<file path="config.mk">
export PLATFORM = sky130hd
export DESIGN_NAME = rolling_hash_pattern_counter_core
export DESIGN_NICKNAME = d
export VERILOG_FILES = /design/src/sv/rhpc_pkg.sv /design/src/sv/rhpc_div.sv /design/src/sv/rhpc_dp.sv /design/src/sv/rhpc_ctrl.sv /design/src/sv/rolling_hash_pattern_counter_core.sv
export SDC_FILE = /design/constraint.sdc
export NUM_CORES = 2
export LEC_CHECK = 0
export BUFFER_PORTS_ARGS = -buffer_cell sky130_fd_sc_hd__buf_2
export CELL_PAD_IN_SITES_DETAIL_PLACEMENT = 0
export CELL_PAD_IN_SITES_GLOBAL_PLACEMENT = 1
export CORE_UTILIZATION = 52
export CTS_CLUSTER_DIAMETER = 80
export DETAILED_ROUTE_END_ITERATION = 6
export GPL_ROUTABILITY_DRIVEN = 0
export PLACE_DENSITY = 0.94
export SLEW_MARGIN = 20
export SYNTH_ARGS = -nofsm -noshare
export SYNTH_HDL_FRONTEND = slang
export SYNTH_SLANG_ARGS = --single-unit
export TNS_END_PERCENT = 50
</file>
<file path="constraint.sdc">
create_clock -name clk_i -period 11.87 [get_ports clk_i]
set_input_delay 0 -clock clk_i [delete_from_list [all_inputs] [get_ports clk_i]]
set_output_delay 0 -clock clk_i [all_outputs]
set_load 0.01 [all_outputs]
</file>
<file path="src/sv/rhpc_pkg.sv">
// Shared types and constants of the rolling hash pattern counter.
// Used by the divider, datapath, controller and top level; depends on nothing.
package rhpc_pkg;

  // Field and register widths
  localparam int unsigned ByteW    = 8;
  localparam int unsigned DataW    = 64;
  localparam int unsigned LenW     = 5;
  localparam int unsigned ModW     = 16;
  localparam int unsigned CntW     = 32;
  localparam int unsigned CfgIdxW  = 3;
  localparam int unsigned PatBytes = 16;
  localparam int unsigned PatIdxW  = 4;

  // Remainder unit: two quotient bits per cycle over a 24-bit dividend
  localparam int unsigned DivW     = ModW + ByteW;
  localparam int unsigned DivSteps = DivW / 2;
  localparam int unsigned DivCntW  = $clog2(DivSteps + 1);

  // Register reset values
  localparam logic [LenW-1:0]  LenReset  = LenW'(6);
  localparam logic [ByteW-1:0] BaseReset = ByteW'(10);
  localparam logic [ModW-1:0]  ModReset  = ModW'(17);
  localparam logic [ModW-1:0]  MinMod    = ModW'(2);

  // Configuration register indexes
  typedef enum logic [CfgIdxW-1:0] {
    REG_PATTERN_LOW    = 3'd0,
    REG_PATTERN_HIGH   = 3'd1,
    REG_PATTERN_LENGTH = 3'd2,
    REG_HASH_BASE      = 3'd3,
    REG_HASH_MODULUS   = 3'd4
  } reg_idx_e;

  // Operand selection of the shared multiply and reduce path
  typedef enum logic [2:0] {
    OP_PH   = 3'd0,  // pattern hash step: base * ph + pattern byte
    OP_BP   = 3'd1,  // leading power step: power * base
    OP_THM  = 3'd2,  // reduce the stored text hash
    OP_SUB  = 3'd3,  // outgoing byte times leading power
    OP_ROLL = 3'd4   // base * hash + new byte
  } div_op_e;

  // Controller to datapath
  typedef struct packed {
    logic    load;
    logic    div_start;
    div_op_e div_op;
    logic    j_inc;
    logic    shift;
    logic    eval;
  } cmd_t;

  // Datapath to controller
  typedef struct packed {
    logic div_done;
    logic th_ge_md;
    logic roll;
    logic j_last;
    logic out_free;
  } sts_t;

endpackage

</file>
<file path="src/sv/rhpc_div.sv">
// Iterative remainder unit: 24-bit dividend modulo a 16-bit divisor, two bits per cycle.
// Depends on rhpc_pkg.
module rhpc_div (
  input  logic                         clk_i,
  input  logic                         rst_ni,
  input  logic                         start_i,
  input  logic [rhpc_pkg::DivW-1:0]    dividend_i,
  input  logic [rhpc_pkg::ModW-1:0]    divisor_i,
  output logic                         done_o,
  output logic [rhpc_pkg::ModW-1:0]    rem_o
);
  import rhpc_pkg::*;

  logic [DivCntW-1:0] cnt_q, cnt_d;
  logic               done_q, done_d;
  logic [ModW-1:0]    rem_q, rem_d;
  logic [DivW-1:0]    dvd_q, dvd_d;
  logic [ModW-1:0]    dsr_q, dsr_d;
  logic [ModW:0]      r1, r2;
  logic [ModW-1:0]    step_rem;

  // Two restoring steps; the partial remainder stays below the divisor
  always_comb begin
    r1 = {rem_q, dvd_q[DivW-1]};
    if (r1 >= {1'b0, dsr_q}) begin
      r1 = r1 - {1'b0, dsr_q};
    end
    r2 = {r1[ModW-1:0], dvd_q[DivW-2]};
    if (r2 >= {1'b0, dsr_q}) begin
      r2 = r2 - {1'b0, dsr_q};
    end
    step_rem = r2[ModW-1:0];
  end

  // Load on start, then advance until the count runs out
  always_comb begin
    cnt_d  = cnt_q;
    done_d = 1'b0;
    rem_d  = rem_q;
    dvd_d  = dvd_q;
    dsr_d  = dsr_q;
    if (start_i) begin
      cnt_d = DivCntW'(DivSteps);
      rem_d = '0;
      dvd_d = dividend_i;
      dsr_d = divisor_i;
    end else if (cnt_q != '0) begin
      cnt_d  = cnt_q - DivCntW'(1);
      done_d = (cnt_q == DivCntW'(1));
      rem_d  = step_rem;
      dvd_d  = {dvd_q[DivW-3:0], 2'b00};
    end
  end

  always_ff @(posedge clk_i or negedge rst_ni) begin
    if (!rst_ni) begin
      cnt_q  <= '0;
      done_q <= 1'b0;
    end else begin
      cnt_q  <= cnt_d;
      done_q <= done_d;
    end
  end

  always_ff @(posedge clk_i) begin
    rem_q <= rem_d;
    dvd_q <= dvd_d;
    dsr_q <= dsr_d;
  end

  assign done_o = done_q;
  assign rem_o  = rem_q;

endmodule

</file>
<file path="src/sv/rhpc_dp.sv">
// Datapath: configuration registers, byte window, hashes, match counter and result register.
// Depends on rhpc_pkg and rhpc_div.
module rhpc_dp #(
  parameter int unsigned MAX_PATTERN = 16
) (
  input  logic                          clk_i,
  input  logic                          rst_ni,
  input  logic                          cfg_we_i,
  input  logic [rhpc_pkg::CfgIdxW-1:0]  cfg_index_i,
  input  logic [rhpc_pkg::DataW-1:0]    cfg_data_i,
  input  logic [rhpc_pkg::ByteW-1:0]    text_byte_i,
  input  logic                          first_of_text_i,
  input  logic                          end_of_text_i,
  input  rhpc_pkg::cmd_t                cmd_i,
  output rhpc_pkg::sts_t                sts_o,
  input  logic                          out_stall_i,
  output logic                          out_valid_o,
  output logic [rhpc_pkg::ModW-1:0]     window_hash_o,
  output logic                          window_full_o,
  output logic                          hash_hit_o,
  output logic                          match_found_o,
  output logic [rhpc_pkg::CntW-1:0]     match_total_o,
  output logic                          final_result_o
);
  import rhpc_pkg::*;

  localparam int unsigned     IdxW   = (MAX_PATTERN > 1) ? $clog2(MAX_PATTERN) : 1;
  localparam int unsigned     SeenW  = $clog2(MAX_PATTERN + 1);
  localparam logic [LenW-1:0] MaxLen = LenW'(MAX_PATTERN);

  // Configuration registers
  logic [DataW-1:0] pat_low_q, pat_high_q;
  logic [LenW-1:0]  pat_len_q;
  logic [ByteW-1:0] base_q;
  logic [ModW-1:0]  mod_q;

  // Per-text state
  logic [ByteW-1:0]   win_q [MAX_PATTERN];
  logic [SeenW-1:0]   seen_q, seen_d;
  logic [ModW-1:0]    th_q, th_d;
  logic [ModW-1:0]    ph_q, ph_d;
  logic [ModW-1:0]    lp_q, lp_d;
  logic [CntW-1:0]    cnt_q, cnt_d;
  logic [PatIdxW-1:0] j_q, j_d;
  logic [ByteW-1:0]   byte_q;
  logic               last_q;
  div_op_e            op_q;

  // Result register
  logic               out_valid_q, out_valid_d;
  logic [ModW-1:0]    wh_q;
  logic               full_q, hit_q, match_q, final_q;
  logic [CntW-1:0]    total_q;

  // Derived values
  logic [LenW-1:0]      m;
  logic [ModW-1:0]      md;
  logic [ByteW-1:0]     pat_b [PatBytes];
  logic [2*DataW-1:0]   pat_vec;
  logic [ByteW-1:0]     old_byte;
  logic [ModW-1:0]      mul_a;
  logic [ByteW-1:0]     mul_b, add_b;
  logic [DivW-1:0]      dvd;
  logic                 div_done;
  logic [ModW-1:0]      rem;
  logic [ModW:0]        diff;
  logic [ModW-1:0]      t_red;
  logic                 full, hit, mismatch, match;

  // Write configuration registers
  always_ff @(posedge clk_i or negedge rst_ni) begin
    if (!rst_ni) begin
      pat_low_q  <= '0;
      pat_high_q <= '0;
      pat_len_q  <= LenReset;
      base_q     <= BaseReset;
      mod_q      <= ModReset;
    end else if (cfg_we_i) begin
      unique case (reg_idx_e'(cfg_index_i))
        REG_PATTERN_LOW:    pat_low_q  <= cfg_data_i;
        REG_PATTERN_HIGH:   pat_high_q <= cfg_data_i;
        REG_PATTERN_LENGTH: pat_len_q  <= cfg_data_i[LenW-1:0];
        REG_HASH_BASE:      base_q     <= cfg_data_i[ByteW-1:0];
        REG_HASH_MODULUS:   mod_q      <= cfg_data_i[ModW-1:0];
        default: ;
      endcase
    end
  end

  // Clamp length and modulus into their working ranges
  always_comb begin
    m = pat_len_q;
    if (pat_len_q == '0) begin
      m = LenW'(1);
    end else if (pat_len_q > MaxLen) begin
      m = MaxLen;
    end
  end
  assign md = (mod_q < MinMod) ? MinMod : mod_q;

  // Split the pattern into bytes
  assign pat_vec = {pat_high_q, pat_low_q};
  for (genvar k = 0; k < PatBytes; k++) begin : g_pat
    assign pat_b[k] = pat_vec[ByteW*k +: ByteW];
  end

  assign old_byte = win_q[IdxW'(m - LenW'(1))];

  // Select operands of the shared multiply-add feeding the remainder unit
  always_comb begin
    mul_a = th_q;
    mul_b = ByteW'(1);
    add_b = '0;
    unique case (cmd_i.div_op)
      OP_PH: begin
        mul_a = ph_q;
        mul_b = base_q;
        add_b = pat_b[j_q];
      end
      OP_BP: begin
        mul_a = lp_q;
        mul_b = base_q;
      end
      OP_THM: begin
        mul_a = th_q;
      end
      OP_SUB: begin
        mul_a = lp_q;
        mul_b = old_byte;
      end
      OP_ROLL: begin
        mul_a = th_q;
        mul_b = base_q;
        add_b = byte_q;
      end
      default: ;
    endcase
  end
  assign dvd = ({{ByteW{1'b0}}, mul_a} * {{ModW{1'b0}}, mul_b}) + {{ModW{1'b0}}, add_b};

  rhpc_div u_div (
    .clk_i      (clk_i),
    .rst_ni     (rst_ni),
    .start_i    (cmd_i.div_start),
    .dividend_i (dvd),
    .divisor_i  (md),
    .done_o     (div_done),
    .rem_o      (rem)
  );

  // Remove the outgoing byte: hash + modulus - term, folded once
  always_comb begin
    diff = {1'b0, th_q} + {1'b0, md} - {1'b0, rem};
    if (diff >= {1'b0, md}) begin
      diff = diff - {1'b0, md};
    end
    t_red = diff[ModW-1:0];
  end

  // Compare the window with the pattern, oldest byte against pattern byte 0
  always_comb begin
    mismatch = 1'b0;
    for (int i = 0; i < MAX_PATTERN; i++) begin
      if ((LenW'(i) < m) &&
          (win_q[i] != pat_b[PatIdxW'(m - LenW'(1) - LenW'(i))])) begin
        mismatch = 1'b1;
      end
    end
  end

  assign full  = (LenW'(seen_q) >= m);
  assign hit   = full && (th_q == ph_q);
  assign match = hit && !mismatch;

  // Next state of hashes, counters and loop index
  always_comb begin
    seen_d = seen_q;
    th_d   = th_q;
    ph_d   = ph_q;
    lp_d   = lp_q;
    cnt_d  = cnt_q;
    j_d    = j_q;
    if (cmd_i.load) begin
      j_d = '0;
      if (first_of_text_i) begin
        seen_d = '0;
        th_d   = '0;
        ph_d   = '0;
        lp_d   = ModW'(1);
        cnt_d  = '0;
      end
    end
    if (div_done) begin
      unique case (op_q)
        OP_PH:   ph_d = rem;
        OP_BP:   lp_d = rem;
        OP_THM:  th_d = rem;
        OP_SUB:  th_d = t_red;
        OP_ROLL: th_d = rem;
        default: ;
      endcase
    end
    if (cmd_i.j_inc) begin
      j_d = j_q + PatIdxW'(1);
    end
    if (cmd_i.shift && (seen_q != SeenW'(MAX_PATTERN))) begin
      seen_d = seen_q + SeenW'(1);
    end
    if (cmd_i.eval && match && (cnt_q != '1)) begin
      cnt_d = cnt_q + CntW'(1);
    end
  end

  // Hold a result until the receiver takes it
  always_comb begin
    out_valid_d = out_valid_q;
    if (cmd_i.eval) begin
      out_valid_d = 1'b1;
    end else if (out_valid_q && !out_stall_i) begin
      out_valid_d = 1'b0;
    end
  end

  always_ff @(posedge clk_i or negedge rst_ni) begin
    if (!rst_ni) begin
      seen_q      <= '0;
      th_q        <= '0;
      ph_q        <= '0;
      lp_q        <= ModW'(1);
      cnt_q       <= '0;
      j_q         <= '0;
      out_valid_q <= 1'b0;
    end else begin
      seen_q      <= seen_d;
      th_q        <= th_d;
      ph_q        <= ph_d;
      lp_q        <= lp_d;
      cnt_q       <= cnt_d;
      j_q         <= j_d;
      out_valid_q <= out_valid_d;
    end
  end

  // Payload registers: transaction fields, operation tag, window and result
  always_ff @(posedge clk_i) begin
    if (cmd_i.load) begin
      byte_q <= text_byte_i;
      last_q <= end_of_text_i;
    end
    if (cmd_i.div_start) begin
      op_q <= cmd_i.div_op;
    end
    if (cmd_i.shift) begin
      win_q[0] <= byte_q;
      for (int i = 1; i < MAX_PATTERN; i++) begin
        win_q[i] <= win_q[i-1];
      end
    end
    if (cmd_i.eval) begin
      wh_q    <= th_q;
      full_q  <= full;
      hit_q   <= hit;
      match_q <= match;
      total_q <= cnt_d;
      final_q <= last_q;
    end
  end

  assign sts_o.div_done = div_done;
  assign sts_o.th_ge_md = (th_q >= md);
  assign sts_o.roll     = full;
  assign sts_o.j_last   = ({1'b0, j_q} + LenW'(1)) >= m;
  assign sts_o.out_free = !out_valid_q || !out_stall_i;

  assign out_valid_o    = out_valid_q;
  assign window_hash_o  = wh_q;
  assign window_full_o  = full_q;
  assign hash_hit_o     = hit_q;
  assign match_found_o  = match_q;
  assign match_total_o  = total_q;
  assign final_result_o = final_q;

endmodule

</file>
<file path="src/sv/rhpc_ctrl.sv">
// Controller: sequences precompute, hash reduction, window shift and result load per byte.
// Depends on rhpc_pkg.
module rhpc_ctrl (
  input  logic            clk_i,
  input  logic            rst_ni,
  input  logic            in_valid_i,
  input  logic            first_of_text_i,
  output logic            in_stall_o,
  input  rhpc_pkg::sts_t  sts_i,
  output rhpc_pkg::cmd_t  cmd_o
);
  import rhpc_pkg::*;

  typedef enum logic [12:0] {
    S_IDLE   = 13'h0001,
    S_PH     = 13'h0002,
    S_PH_W   = 13'h0004,
    S_BP     = 13'h0008,
    S_BP_W   = 13'h0010,
    S_THM    = 13'h0020,
    S_THM_W  = 13'h0040,
    S_SUB    = 13'h0080,
    S_SUB_W  = 13'h0100,
    S_ROLL   = 13'h0200,
    S_ROLL_W = 13'h0400,
    S_SHIFT  = 13'h0800,
    S_EVAL   = 13'h1000
  } state_e;

  state_e state_q, state_d;

  // Next state and commands
  always_comb begin
    state_d         = state_q;
    cmd_o           = '0;
    cmd_o.div_op    = OP_THM;
    unique case (state_q)
      S_IDLE: begin
        if (in_valid_i) begin
          cmd_o.load = 1'b1;
          state_d    = first_of_text_i ? S_PH : S_THM;
        end
      end
      S_PH: begin
        cmd_o.div_start = 1'b1;
        cmd_o.div_op    = OP_PH;
        state_d         = S_PH_W;
      end
      S_PH_W: begin
        if (sts_i.div_done) begin
          state_d = sts_i.j_last ? S_THM : S_BP;
        end
      end
      S_BP: begin
        cmd_o.div_start = 1'b1;
        cmd_o.div_op    = OP_BP;
        state_d         = S_BP_W;
      end
      S_BP_W: begin
        if (sts_i.div_done) begin
          cmd_o.j_inc = 1'b1;
          state_d     = S_PH;
        end
      end
      S_THM: begin
        // Reduce only a hash left at or above a lowered modulus
        if (sts_i.th_ge_md) begin
          cmd_o.div_start = 1'b1;
          cmd_o.div_op    = OP_THM;
          state_d         = S_THM_W;
        end else begin
          state_d = S_SUB;
        end
      end
      S_THM_W: begin
        if (sts_i.div_done) begin
          state_d = S_SUB;
        end
      end
      S_SUB: begin
        if (sts_i.roll) begin
          cmd_o.div_start = 1'b1;
          cmd_o.div_op    = OP_SUB;
          state_d         = S_SUB_W;
        end else begin
          state_d = S_ROLL;
        end
      end
      S_SUB_W: begin
        if (sts_i.div_done) begin
          state_d = S_ROLL;
        end
      end
      S_ROLL: begin
        cmd_o.div_start = 1'b1;
        cmd_o.div_op    = OP_ROLL;
        state_d         = S_ROLL_W;
      end
      S_ROLL_W: begin
        if (sts_i.div_done) begin
          state_d = S_SHIFT;
        end
      end
      S_SHIFT: begin
        cmd_o.shift = 1'b1;
        state_d     = S_EVAL;
      end
      S_EVAL: begin
        // Wait for room in the result register
        if (sts_i.out_free) begin
          cmd_o.eval = 1'b1;
          state_d    = S_IDLE;
        end
      end
      default: begin
        state_d = S_IDLE;
      end
    endcase
  end

  always_ff @(posedge clk_i or negedge rst_ni) begin
    if (!rst_ni) begin
      state_q <= S_IDLE;
    end else begin
      state_q <= state_d;
    end
  end

  assign in_stall_o = (state_q != S_IDLE);

endmodule

</file>
<file path="src/sv/rolling_hash_pattern_counter_core.sv">
// Top level of the rolling hash pattern counter: controller, datapath and port wiring.
// Depends on rhpc_pkg, rhpc_ctrl and rhpc_dp.
//
// Usage: text bytes enter on the in channel (in_valid_i / in_stall_o), one per
// transaction, with first_of_text_i on the first byte of a text and
// end_of_text_i on the last. Each byte gives one result on the out channel
// (out_valid_o / out_stall_i): window hash, full, hit and match flags, the
// running match total and the end-of-text echo. Registers are written on the
// cfg port (cfg_we_i, cfg_index_i, cfg_data_i) while no byte is in flight.
// Bytes are processed one at a time: each modulo reduction runs in the shared
// two-bit-per-cycle remainder unit, and a byte needs two of them (one while
// filling), plus one more for a hash left at or above a modulus lowered
// mid-text. A first byte also computes the pattern hash and leading power.
// Reset restores the register defaults and clears hash state, count and the
// result valid flag. A stalled result waits in its register; the next byte is
// still taken and processed, and stops only at its own result load.
module rolling_hash_pattern_counter_core #(
  parameter int unsigned MAX_PATTERN = 16
) (
  input  logic                          clk_i,
  input  logic                          rst_ni,
  input  logic                          cfg_we_i,
  input  logic [rhpc_pkg::CfgIdxW-1:0]  cfg_index_i,
  input  logic [rhpc_pkg::DataW-1:0]    cfg_data_i,
  input  logic                          in_valid_i,
  output logic                          in_stall_o,
  input  logic [rhpc_pkg::ByteW-1:0]    text_byte_i,
  input  logic                          first_of_text_i,
  input  logic                          end_of_text_i,
  output logic                          out_valid_o,
  input  logic                          out_stall_i,
  output logic [rhpc_pkg::ModW-1:0]     window_hash_o,
  output logic                          window_full_o,
  output logic                          hash_hit_o,
  output logic                          match_found_o,
  output logic [rhpc_pkg::CntW-1:0]     match_total_o,
  output logic                          final_result_o
);
  import rhpc_pkg::*;

  cmd_t cmd;
  sts_t sts;

  rhpc_ctrl u_ctrl (
    .clk_i           (clk_i),
    .rst_ni          (rst_ni),
    .in_valid_i      (in_valid_i),
    .first_of_text_i (first_of_text_i),
    .in_stall_o      (in_stall_o),
    .sts_i           (sts),
    .cmd_o           (cmd)
  );

  rhpc_dp #(
    .MAX_PATTERN (MAX_PATTERN)
  ) u_dp (
    .clk_i           (clk_i),
    .rst_ni          (rst_ni),
    .cfg_we_i        (cfg_we_i),
    .cfg_index_i     (cfg_index_i),
    .cfg_data_i      (cfg_data_i),
    .text_byte_i     (text_byte_i),
    .first_of_text_i (first_of_text_i),
    .end_of_text_i   (end_of_text_i),
    .cmd_i           (cmd),
    .sts_o           (sts),
    .out_stall_i     (out_stall_i),
    .out_valid_o     (out_valid_o),
    .window_hash_o   (window_hash_o),
    .window_full_o   (window_full_o),
    .hash_hit_o      (hash_hit_o),
    .match_found_o   (match_found_o),
    .match_total_o   (match_total_o),
    .final_result_o  (final_result_o)
  );

endmodule

</file>
==> reports/qor.yml <==
criticalPathCategory: "reg -> reg"
core_mm2: 0.0731
clkLatencyLatePin_ns: 0.64
tns_ns: 0
ant_nets: 0
crit_top_cell: "a21oi_1"
ys.flop_type: "dfrtp_1"
combPwrFrac_pct: 65.7
tightest_slew_ns: 1.06
p_seq_share_pct: 20.5
path_depth: 36
p_clk_share_pct: 13.8
violations: "DRC, hold timing"
postLayoutCoreUtil_pct: 58.9
cp.required_ns: 12.24
hold_viol: 3
syn_nets: 3725
status: "finished with violations"
cts_resized: 0
setup_viol: 0
via_count: 29900
synthCells: 3376
grt_overflow_total: 0
synth_seq_cells: 513
drc_errors: 13
cpMaxStageDelayCell: "nor2_1"
clock_skew_ns: 0.0338
fp.dieW_um: 274
relSlewSlack_pct: 29.4
tritoncts: "yes"
wl_um: 115000
fill_cells: 5843
min_path_type: "in -> async"
cp-endpoint: "u_dp.u_div.dvd_q[20]$_DFFE_PP_"
cts_buffers: 56
cp_slowest_stage_delay_ns: 0.89
p_leak_uw: 0.0176
drive_gt1_share_pct: 22.4
p_int_uw: 6980
dieArea_mm2: 0.0751
cts_root_buf: "clkbuf_16"
clock_sinks: 513
cp.arrival_ns: 10.80
final_nets: 3895
syn_area_mm2: 0.0385
seq_area_frac_synth_pct: 36.2
reg2reg_depth: 36
timing.hold.ws_ns: -0.00388
maxSlewViolCount: 0
r2r_slack_ns: 1.44
rsz0062_at_grt: "no"
preCtsSetupSlack_ns: 1.52
async_reset_ff_share_pct: 51.7
layout_min_cycle_time_ns: 10.43
drt_iter0_markers: 4160
max_cap_violations: 0
synth_cell_type_count: 83
crit_path_end_kind: "flop"
drt_pass1_iterations: 7
p_sw_uw: 5960
io_pins: 136
start_kind: "flop"
fp-row-count: 99
r2r-end: "u_dp.u_div.dvd_q[20]$_DFFE_PP_"
antenna_found_initial: 2
grt_pass1_wl_um: 173000
finalWorstSetupSlack_ns: 1.44
period_share_pct: 87.8
startpoint: "u_dp.pat_len_q[4]$_DFFE_PN0P_"
clockBufferDepth: 3
fmax_mhz: 95.9
htreeDepth: 2
detail_route.wl_per_cell_um: 25.2
p_sw_share_pct: 46.1
grt_use_total_pct: 30.6
path_clk_slew_ns: 0.06
synth_edf_count: 232
postCtsSetupBuffers: 0
grt_max_degree: 168
area_growth_pct: 11.8
syn_area_per_cell_um2: 11.4
crit_buf_inv: 5
grt_pass1_vias: 28500
yosysWarnings: 0
dp_hpwl_um: 84500
die_y_um: 274
initial_utilization_pct: 52.6
power_density_mw_per_mm2: 301
path_delay_family: "simple AND/OR/NAND/NOR gates"
io_buffers: 135
cp_max_fo: 37
drt-vias-per-instance: 6.56
worstReg2RegStart: "u_dp.pat_len_q[4]$_DFFE_PN0P_"
ir_drop_mv: 0.503
==> metal layers <==
metal | global-route usage, % | up-vias | wire length [µm] | share of wire [%]
met5 | 0 | - | 13 | 0.011
met1 | 43.1 | 14700 | 44400 | 39
met2 | 43.5 | 2019 | 48500 | 42
met4 | 11.7 | 2 | 4920 | 4.3
met3 | 10.3 | 336 | 16800 | 15
li1 | - | 12800 | - | -
==> worst register-to-register path, delay by kind of cell, from the launching register on <==
family          cells  cell delay, ns
simple gates       11            3.37
compound gates     14            3.01
fa+ha+maj           6            2.45
flops               1            0.69
buf+inv             5            0.68
==> how the worst min path moves through the flow <==
stage	from	end	slack [ns]	cells past startpoint
CTS	rst_ni	u_dp.cnt_q[12]$_DFF_PN0_	0.05	2
floorplan	rst_ni	u_ctrl.state_q[10]$_DFFE_PN0P_	-0.30	0
global placement	rst_ni	u_dp.cnt_q[12]$_DFF_PN0_	0.11	1
detailed placement	rst_ni	u_dp.cnt_q[12]$_DFF_PN0_	0.11	1
finish	rst_ni	u_dp.cnt_q[12]$_DFF_PN0_	-0.004	2
global route	rst_ni	u_dp.cnt_q[9]$_DFF_PN0_	0.07	2
==> area by class of cell <==
class                   count  area [µm²]  area share (%)
well taps                 959        1200            2.79
flip-flops and latches    513       13900            32.4
inverters                 291        1090            2.55
clock buffers              65        1500            3.48
multi-input cells        2395       22800            53.1
diodes                      1        2.50         0.00582
clock inverters            38         369           0.858
repair buffers            289        2080            4.83
==> flip-flops by register name, indices dropped and copies added (netlist names), 5 cells and up <==
signal and cells:
u_dp.byte_q 8, u_dp.mod_q 16, u_ctrl.state_q 13, u_dp.th_q 16, u_dp.base_q 8, u_dp.u_div.dsr_q 16, u_dp.win_q 128, u_dp.match_total_o 32
u_dp.u_div.rem_o 16, u_dp.pat_low_q 64, u_dp.window_hash_o 16, u_dp.u_div.dvd_q 24, u_dp.ph_q 16, u_dp.pat_len_q 5, u_dp.pat_high_q 64, u_dp.cnt_q 32
u_dp.lp_q 16, u_dp.seen_q 5
==> placed cells by master, fill, tap and decap left out, drive strengths merged, types with 148 or more instances in the layout <==
cell	count
edfxtp	232
nor2	227
mux2	148
o21ai	172
inv	293
ha	156
mux4	274
nand2	214
xnor2	150
dfrtp	257
buf	200
==> metrics by stage <==
step                      hold slack (ns)  cells  cell area, µm²  power [µW]
after floorplan                    -0.296   3376           38500        8650
after global placement              0.106   4358           40200       10700
after detailed placement            0.108   4358           40200       10800
after CTS                          0.0481   4550           43000       12700
after global routing               0.0696   4551           43000       13600
final                            -0.00388   4551           43000       12900
==> power groups by stage <==
| stage | Clock (µW) | Sequential [µW] | Combinational, µW |
|---|---|---|---|
| floorplan | 0 | 2430 | 6220 |
| CTS | 1790 | 2620 | 8260 |
| global placement | 0 | 2630 | 8020 |
| detailed placement | 0 | 2650 | 8190 |
| finish | 1790 | 2650 | 8510 |
| global route | 1870 | 2670 | 9060 |
==> kinds of logic (layout without fill, tap and decap cells) <==
family          after synthesis  count (layout)  synth area share (%)
flops                       513             513                  36.2
mux                         536             536                  23.4
buf+inv                     468             683                  4.76
fa+ha+maj                   267             267                  10.9
simple gates                791             791                  9.92
compound gates              574             574                  9.71
other cells                   0               1                     0
xor+xnor                    227             227                  5.19
==> Yosys cell counts, types with 111 or more instances <==
library cell | number | area, µm²
inv_1 | 288 | 1080
mux4_2 | 274 | 6170
dfrtp_1 | 257 | 6430
edfxtp_1 | 232 | 6970
nor2_1 | 226 | 848
nand2_1 | 214 | 803
o21ai_0 | 169 | 846
ha_1 | 156 | 1950
xnor2_1 | 149 | 1310
mux2_2 | 144 | 1620
clkbuf_1 | 125 | 469
mux2i_1 | 114 | 1140
fa_1 | 111 | 2220
==> what timing repair did <==
item / CTS / global route
hold buffers: 89 / 0
endpoints found under the hold margin: 274 / 0
endpoints found under the setup margin: 0 / 0
(Power assumes the default switching activity.)
